--- config.mk ---
export PLATFORM = sky130hd
export DESIGN_NAME = shell_word_tokenizer_core
export DESIGN_NICKNAME = d
export VERILOG_FILES = /design/src/rtl/swt_pkg.sv /design/src/rtl/shell_word_tokenizer_core.sv /design/src/rtl/swt_lexer.sv /design/src/rtl/swt_rsp_queue.sv
export SDC_FILE = /design/constraint.sdc
export NUM_CORES = 1
export LEC_CHECK = 0
export BUFFER_PORTS_ARGS = -buffer_cell sky130_fd_sc_hd__buf_2
export CAP_MARGIN = 20
export CORE_ASPECT_RATIO = 0.5
export CORE_UTILIZATION = 54
export DETAILED_ROUTE_END_ITERATION = 6
export PLACE_DENSITY = 0.73
export SYNTH_ARGS = -nofsm -noshare
export SYNTH_HDL_FRONTEND = slang
export SYNTH_SLANG_ARGS = --single-unit
--- constraint.sdc ---
create_clock -name clock -period 5.5 [get_ports clock]
set_input_delay 0.55 -clock clock [delete_from_list [all_inputs] [get_ports clock]]
set_output_delay 0.55 -clock clock [all_outputs]
set_load 0.005 [all_outputs]
--- src/rtl/swt_pkg.sv ---
// types, constants and character codes shared by the shell word tokenizer
`default_nettype none

package swt_pkg;

   // longest token is MAX_TOKEN-1 bytes
   localparam int unsigned MAX_TOKEN = 1024;
   localparam int unsigned LEN_W     = (MAX_TOKEN > 2) ? $clog2(MAX_TOKEN) : 1;
   localparam logic [LEN_W-1:0] LEN_LIMIT = LEN_W'(MAX_TOKEN - 1);

   // request kinds
   localparam logic OP_CHAR  = 1'b0;
   localparam logic OP_FLUSH = 1'b1;

   // characters of interest
   localparam logic [7:0] CH_SQUOTE = 8'h27;
   localparam logic [7:0] CH_DQUOTE = 8'h22;
   localparam logic [7:0] CH_SPACE  = 8'h20;
   localparam logic [7:0] CH_TAB    = 8'h09;
   localparam logic [7:0] CH_NL     = 8'h0A;
   localparam logic [7:0] CH_LPAREN = 8'h28;
   localparam logic [7:0] CH_RPAREN = 8'h29;
   localparam logic [7:0] CH_PIPE   = 8'h7C;
   localparam logic [7:0] CH_AMP    = 8'h26;
   localparam logic [7:0] CH_LT     = 8'h3C;
   localparam logic [7:0] CH_GT     = 8'h3E;

   // result queue
   localparam int unsigned QUEUE_DEPTH = 4;
   localparam int unsigned QPTR_W      = $clog2(QUEUE_DEPTH);
   localparam int unsigned QCNT_W      = $clog2(QUEUE_DEPTH + 1);
   localparam logic [QCNT_W-1:0] QUEUE_ROOM = QCNT_W'(QUEUE_DEPTH - 2);

   typedef struct packed {
      logic       has_byte;
      logic [7:0] token_byte;
      logic       token_end;
      logic       truncated;
      logic       open_quote;
   } swt_result_type;

   // up to two results from one request
   typedef struct packed {
      logic [1:0]     count;
      swt_result_type r0;
      swt_result_type r1;
   } swt_emit_type;

endpackage

`default_nettype wire

--- src/rtl/shell_word_tokenizer_core.sv ---
// top level of the shell word tokenizer: byte stream in, token bytes out
//
//  channel  dir  group         transfers
//  -------  ---  ------------  ---------------------------------------------
//  req      in   req_t*        one command-line byte, or a flush
//  rsp      out  rsp_t*        one token byte and/or a token-end mark
//
//  one request per cycle while the queue has room; each request yields zero, one or two results
//  state decision is a single combinational pass on the lexer registers
//  results go to a four-entry queue; a request is taken while it has two free
//  slots, so a byte still goes in while an earlier result waits for rsp_tready
//  a request giving two results is handed out as two transfers at the rsp side
//  reset is synchronous and clears quote modes, length, held operator, queue
`default_nettype none

module shell_word_tokenizer_core
   import swt_pkg::*;
(
   input  wire logic        clock,
   input  wire logic        reset,

   // request channel
   input  wire logic        req_tvalid,
   output logic             req_tready,
   input  wire logic [7:0]  req_tdata,   // [7:0] in_byte
   input  wire logic        req_tuser,   // [0] op (0 char, 1 flush)

   // result channel
   output logic             rsp_tvalid,
   input  wire logic        rsp_tready,
   output logic [15:0]      rsp_tdata,   // [7:0] token_byte, [8] truncated,
                                         // [9] open_quote, [15:10] zero
   output logic             rsp_tuser,   // [0] has_byte
   output logic             rsp_tlast    // token_end
);

   logic           req_fire;
   logic           room;
   swt_emit_type   emit;
   swt_result_type head;

   // a request transfer advances the lexer and pushes its results
   assign req_tready = room;
   assign req_fire   = req_tvalid && req_tready;

   swt_lexer u_lexer (
      .clock    (clock),
      .reset    (reset),
      .req_fire (req_fire),
      .req_op   (req_tuser),
      .req_byte (req_tdata),
      .emit     (emit)
   );

   swt_rsp_queue u_queue (
      .clock     (clock),
      .reset     (reset),
      .push      (req_fire),
      .emit      (emit),
      .room      (room),
      .out_valid (rsp_tvalid),
      .out_ready (rsp_tready),
      .out_data  (head)
   );

   // result packing
   assign rsp_tdata = {6'b0, head.open_quote, head.truncated, head.token_byte};
   assign rsp_tuser = head.has_byte;
   assign rsp_tlast = head.token_end;

endmodule

`default_nettype wire

--- src/rtl/swt_lexer.sv ---
// lexer state registers and the per-byte token decision
`default_nettype none

module swt_lexer
   import swt_pkg::*;
(
   input  wire logic         clock,
   input  wire logic         reset,
   input  wire logic         req_fire,
   input  wire logic         req_op,
   input  wire logic [7:0]   req_byte,
   output swt_emit_type      emit
);

   logic             single_q_ff, single_q_in;
   logic             double_q_ff, double_q_in;
   logic [LEN_W-1:0] length_ff,   length_in;
   logic             held_ff,     held_in;
   logic [7:0]       held_op_ff,  held_op_in;
   logic             dropped_ff,  dropped_in;

   always_ff @(posedge clock) begin
      if (reset) begin
         single_q_ff <= 1'b0;
         double_q_ff <= 1'b0;
         length_ff   <= '0;
         held_ff     <= 1'b0;
         held_op_ff  <= '0;
         dropped_ff  <= 1'b0;
      end else if (req_fire) begin
         single_q_ff <= single_q_in;
         double_q_ff <= double_q_in;
         length_ff   <= length_in;
         held_ff     <= held_in;
         held_op_ff  <= held_op_in;
         dropped_ff  <= dropped_in;
      end
   end

   always_comb begin
      swt_result_type res [2];
      logic [1:0] k;
      logic       is_pair;
      logic       do_add;
      logic       do_end;
      logic       do_sep;
      logic       do_hold;
      logic       holdable;

      res[0]      = '0;
      res[1]      = '0;
      k           = 2'd0;
      is_pair     = 1'b0;
      do_add      = 1'b0;
      do_end      = 1'b0;
      do_sep      = 1'b0;
      do_hold     = 1'b0;
      single_q_in = single_q_ff;
      double_q_in = double_q_ff;
      length_in   = length_ff;
      held_in     = held_ff;
      held_op_in  = held_op_ff;
      dropped_in  = dropped_ff;
      holdable    = (req_byte == CH_LT) || (req_byte == CH_GT) ||
                    (req_byte == CH_AMP) || (req_byte == CH_PIPE);

      if (req_op == OP_FLUSH) begin
         if (held_ff) begin
            res[0]     = '{1'b1, held_op_ff, 1'b1, 1'b0, 1'b0};
            k          = 2'd1;
            held_in    = 1'b0;
            held_op_in = '0;
         end else if ((length_ff != '0) || dropped_ff) begin
            res[0] = '{1'b0, 8'h00, 1'b1, dropped_ff, single_q_ff | double_q_ff};
            k      = 2'd1;
         end
         single_q_in = 1'b0;
         double_q_in = 1'b0;
         length_in   = '0;
         dropped_in  = 1'b0;
      end else begin
         if (held_ff) begin
            is_pair = ((held_op_ff == CH_LT) &&
                       ((req_byte == CH_LT) || (req_byte == CH_GT))) ||
                      ((held_op_ff == CH_GT) && (req_byte == CH_GT)) ||
                      ((held_op_ff == CH_AMP) && (req_byte == CH_AMP)) ||
                      ((held_op_ff == CH_PIPE) && (req_byte == CH_PIPE));
            held_in    = 1'b0;
            held_op_in = '0;
            if (is_pair) begin
               res[0] = '{1'b1, held_op_ff, 1'b0, 1'b0, 1'b0};
               res[1] = '{1'b1, req_byte, 1'b1, 1'b0, 1'b0};
               k      = 2'd2;
            end else begin
               res[0] = '{1'b1, held_op_ff, 1'b1, 1'b0, 1'b0};
               k      = 2'd1;
            end
         end

         if (!is_pair) begin
            // classify the byte
            if (single_q_ff) begin
               if (req_byte == CH_SQUOTE) begin
                  single_q_in = 1'b0;
               end
               do_add = 1'b1;
            end else if (double_q_ff) begin
               if (req_byte == CH_DQUOTE) begin
                  double_q_in = 1'b0;
               end
               do_add = 1'b1;
            end else if (req_byte == CH_SQUOTE) begin
               single_q_in = 1'b1;
               do_add      = 1'b1;
            end else if (req_byte == CH_DQUOTE) begin
               double_q_in = 1'b1;
               do_add      = 1'b1;
            end else if ((req_byte == CH_SPACE) || (req_byte == CH_TAB)) begin
               do_end = (length_ff != '0);
            end else if (holdable) begin
               do_end  = (length_ff != '0);
               do_hold = 1'b1;
            end else if ((req_byte == CH_NL) || (req_byte == CH_LPAREN) ||
                         (req_byte == CH_RPAREN)) begin
               do_end = (length_ff != '0);
               do_sep = 1'b1;
            end else begin
               do_add = 1'b1;
            end

            // word ended by a separator
            if (do_end) begin
               res[k[0]]  = '{1'b0, 8'h00, 1'b1, dropped_ff, 1'b0};
               k          = k + 2'd1;
               length_in  = '0;
               dropped_in = 1'b0;
            end

            if (do_add) begin
               if (length_ff < LEN_LIMIT) begin
                  res[k[0]] = '{1'b1, req_byte, 1'b0, 1'b0, 1'b0};
                  k         = k + 2'd1;
                  length_in = length_ff + LEN_W'(1);
               end else begin
                  dropped_in = 1'b1;
               end
            end

            if (do_sep) begin
               res[k[0]] = '{1'b1, req_byte, 1'b1, 1'b0, 1'b0};
               k         = k + 2'd1;
            end

            if (do_hold) begin
               held_in    = 1'b1;
               held_op_in = req_byte;
            end
         end
      end

      emit.count = k;
      emit.r0    = res[0];
      emit.r1    = res[1];
   end

endmodule

`default_nettype wire

--- src/rtl/swt_rsp_queue.sv ---
// small result queue: takes up to two results a cycle, hands out one
`default_nettype none

module swt_rsp_queue
   import swt_pkg::*;
(
   input  wire logic     clock,
   input  wire logic     reset,
   input  wire logic     push,
   input  wire swt_emit_type emit,
   output logic          room,
   output logic          out_valid,
   input  wire logic     out_ready,
   output swt_result_type out_data
);

   swt_result_type      slot_ff [QUEUE_DEPTH];
   logic [QPTR_W-1:0]   wr_ptr_ff, wr_ptr_in;
   logic [QPTR_W-1:0]   rd_ptr_ff, rd_ptr_in;
   logic [QCNT_W-1:0]   count_ff,  count_in;
   logic [1:0]          n_push;
   logic                pop;

   assign n_push    = push ? emit.count : 2'd0;
   assign out_valid = (count_ff != '0);
   assign pop       = out_valid && out_ready;
   assign out_data  = slot_ff[rd_ptr_ff];
   assign room      = (count_ff <= QUEUE_ROOM);

   always_comb begin
      wr_ptr_in = wr_ptr_ff + QPTR_W'(n_push);
      rd_ptr_in = rd_ptr_ff + QPTR_W'(pop);
      count_in  = count_ff + QCNT_W'(n_push) - QCNT_W'(pop);
   end

   always_ff @(posedge clock) begin
      if (reset) begin
         wr_ptr_ff <= '0;
         rd_ptr_ff <= '0;
         count_ff  <= '0;
      end else begin
         wr_ptr_ff <= wr_ptr_in;
         rd_ptr_ff <= rd_ptr_in;
         count_ff  <= count_in;
      end
   end

   always_ff @(posedge clock) begin
      if (n_push != 2'd0) begin
         slot_ff[wr_ptr_ff] <= emit.r0;
      end
      if (n_push == 2'd2) begin
         slot_ff[wr_ptr_ff + QPTR_W'(1)] <= emit.r1;
      end
   end

endmodule

`default_nettype wire

==> impl_metrics.env <==
export IMPL_status="finished, final reports clean"
export IMPL_grt_max_degree=39
export IMPL_coreArea_um2=8317
export IMPL_grt_first_pass_wirelength_um=18840
export IMPL_cts_hold_buf=0
export IMPL_clk_insertion_delay_late_ps=350
export IMPL_cts_resized=0
export IMPL_crit_required_ps=5600
export IMPL_synthAdderAreaFrac_pct=2.761
export IMPL_worstSetupPathType="in -> reg"
export IMPL_worst_ep_arrival_time_ps=4520
export IMPL_first_global_vias=3479
export IMPL_synth_ff_type="edfxtp_1"
export IMPL_synth_simple_area_share_pct=16.36
export IMPL_dpl_hpwl_um=8669
export IMPL_ys_seq_elements=77
export IMPL_drtAntennaViolNets=0
export IMPL_worstPathMaxFanout=13
export IMPL_clock_sink_count=77
export IMPL_setup_viol=0
export IMPL_synth_xor_area_share_pct=1.641
export IMPL_synth_top_family_by_area="compound AO/OA/AOI/OAI gates"
export IMPL_fillers=657
export IMPL_tightest_slew_ps=913.5
export IMPL_finalCriticalPeriod_ps=4427
export IMPL_syn_inst=475
export IMPL_regArea_um2=2022
export IMPL_drt_iter0_drc=482
export IMPL_cts_setup_buffers=0
export IMPL_p_leak_nw=1.742
export IMPL_yosys_warnings=0
export IMPL_routed_wl_um=12110
export IMPL_yosysSeqAreaShare_pct=42.09
export IMPL_period_share_pct=80.49
export IMPL_antenna_found_initial=0
export IMPL_rows=23
export IMPL_synth_edff_count=48
export IMPL_max_cap_violations=0
export IMPL_end_kind="flop"
export IMPL_slew_violations=0
export IMPL_cts_tree="built"
export IMPL_p_per_area_nw_per_um2=322.2
export IMPL_drive_gt1_share_pct=15.75
export IMPL_synth_compound_area_share_pct=22.53
export IMPL_hold_viol_final=0
export IMPL_wl_per_cell_um=20.14
export IMPL_num_antenna_cells=0
export IMPL_fin_nets=507
export IMPL_power_w=0.001697
export IMPL_die_h_um=68.69
export IMPL_r2r_setup_slack_ps=1130
export IMPL_fmax_ghz=0.2259
export IMPL_routabilityCongestion=0.9155
export IMPL_grt_overflow=0
export IMPL_synthArstFlopShare_pct=0
export IMPL_ir_drop_mv=0.1688
export IMPL_viasPerCell=6.521
export IMPL_synth_mux_area_share_pct=8.231
export IMPL_root_buffer="clkbuf_16"
export IMPL_io_pins=33
export IMPL_cts_made_buffers=9
export IMPL_firstDrtPassIters=6
export IMPL_ys_types=63
export IMPL_rsz0062_at_grt="no"
export IMPL_layout_commonest_cell="edfxtp_1"
export IMPL_clockBufferDepth=2
export IMPL_start_util_pct=57.76
export IMPL_dp_slack_ps=874.6
export IMPL_die_x_um=135.4
export IMPL_multiInputGateArea_um2=2529
export IMPL_min_path_type="reg -> reg"
export IMPL_path_clk_slew_ps=70
export IMPL_num_vias=3919
export IMPL_portBuffers=26
export IMPL_setup_slack_ps=1073
export IMPL_fin_setup_tns_ps=0
export IMPL_area_growth_pct=9.638
export IMPL_drc=0
export IMPL_skew_ps=8.874
export IMPL_avgSynthCellArea_um2=10.11
export IMPL_die_area_um2=9299
export IMPL_crit_path_start_kind="primary input"
export IMPL_relSlewSlack_pct=39.01
export IMPL_final_cell_mix="edfxtp_1 (48), o211ai_1 (36), o21ai_0 (35), nand2_1 (34), dfxtp_1 (29)"
export IMPL_htree_levels=3
export IMPL_grt_usage_pct=27.58
export IMPL_netlist_area_um2=4803
[registers in the layout (all words and copies together) (netlist names)]
signal and cells:
u_queue.slot_ff 48, u_lexer.length_ff 10, u_lexer.held_op_ff 8, u_queue.count_ff 3, u_queue.rd_ptr_ff 2, u_queue.wr_ptr_ff 2, u_lexer.double_q_ff 1, u_lexer.dropped_ff 1
u_lexer.held_ff 1, u_lexer.single_q_ff 1
[cells by family (layout without fill, tap and decap cells)]
logic type,after synthesis,count (layout)
and+or+nand+nor,145,145
adders and majority gates,10,10
AOI/OAI and AO/OA,149,149
DFF,77,77
xor gates and xnor gates,9,9
buffers and inverters,60,69
other,1,6
muxes,24,24
[where the power goes]
| part | internal, W | switching (W) | leakage, nW |
|---|---|---|---|
| clock network | 0.000402 | 0.000248 | 0.155 |
| logic | 0.000170 | 0.000172 | 0.917 |
| registers | 0.000653 | 0.0000518 | 0.670 |
| total | 0.00123 | 0.000472 | 1.74 |
[synthesized netlist by cell type (3+ instances only)]
cell | n | area (um2)
inv_1 | 22 | 82.58
o31ai_1 | 10 | 75.07
buf_2 | 5 | 25.02
a311oi_1 | 9 | 78.83
o21ai_0 | 35 | 175.2
or2_4 | 4 | 35.03
and3_1 | 8 | 50.05
nor2b_1 | 5 | 31.28
buf_6 | 5 | 56.30
buf_1 | 4 | 15.01
mux2i_1 | 8 | 80.08
mux2_1 | 4 | 45.04
xnor2_1 | 4 | 35.03
dfxtp_1 | 29 | 580.6
a211oi_1 | 3 | 22.52
nor3_1 | 18 | 90.09
clkbuf_1 | 15 | 56.30
o211ai_1 | 36 | 270.3
edfxtp_1 | 48 | 1441
ha_1 | 9 | 112.6
xor2_1 | 5 | 43.79
nor4b_1 | 3 | 26.28
mux4_2 | 12 | 270.3
nand2_1 | 34 | 127.6
a21o_1 | 3 | 22.52
and4_1 | 4 | 35.03
a21oi_1 | 20 | 100.1
nor2_1 | 22 | 82.58
o2111ai_1 | 3 | 26.28
nand3_1 | 19 | 95.09
buf_4 | 9 | 67.56
and2_1 | 8 | 50.05
a31oi_1 | 8 | 50.05
nand4_1 | 4 | 25.02
nor3b_1 | 5 | 37.54
[critical path: stages]
cell	delay, ps
buf_2	200
nor3b_1	420
a211o_1	220
a22o_1	270
and3_1	290
inv_1	110
ha_1	390
and2_1	190
a2111oi_4	610
o31ai_1	160
a21boi_0	690
o31ai_2	160
buf_4	240
[cell type report]
type / instances / area share (%)
multi-input combinational: 343 / 48.02
sequential: 77 / 38.39
clock buffer: 10 / 4.348
timing repair buffer: 31 / 3.184
tap: 112 / 2.661
clock inverter: 6 / 1.829
inverter: 22 / 1.568
[metrics by stage]
stage	hold slack (ps)	cells	utilization (%)	area, um2
final	491.2	601	63.32	5266
after CTS	487.2	601	63.32	5266
after global routing	518.8	601	63.32	5266
after floorplan	445.6	480	-	4822
after detailed placement	477.9	585	59.41	4941
after global placement	465.6	585	59.41	4941
[per-layer routing]
layer  share of wire [%]  track usage, %
met5                   0               0
met4                 1.2           7.163
met3                 8.0           6.067
met2                  44           43.53
met1                  47           38.73
[worst paths after layout]
| check | startpoint | endpoint | depth (start not counted) |
|---|---|---|---|
| setup / recovery | req_tdata[1] | u_queue.slot_ff[0][2] | 13 |
| hold / removal | u_lexer.single_q_ff | u_lexer.single_q_ff | 2 |
| setup reg to reg | u_lexer.double_q_ff | u_queue.slot_ff[0][2] | 11 |
| hold reg to reg | u_lexer.single_q_ff | u_lexer.single_q_ff | 2 |
No activity file was read; power rests on OpenSTA's default activity.
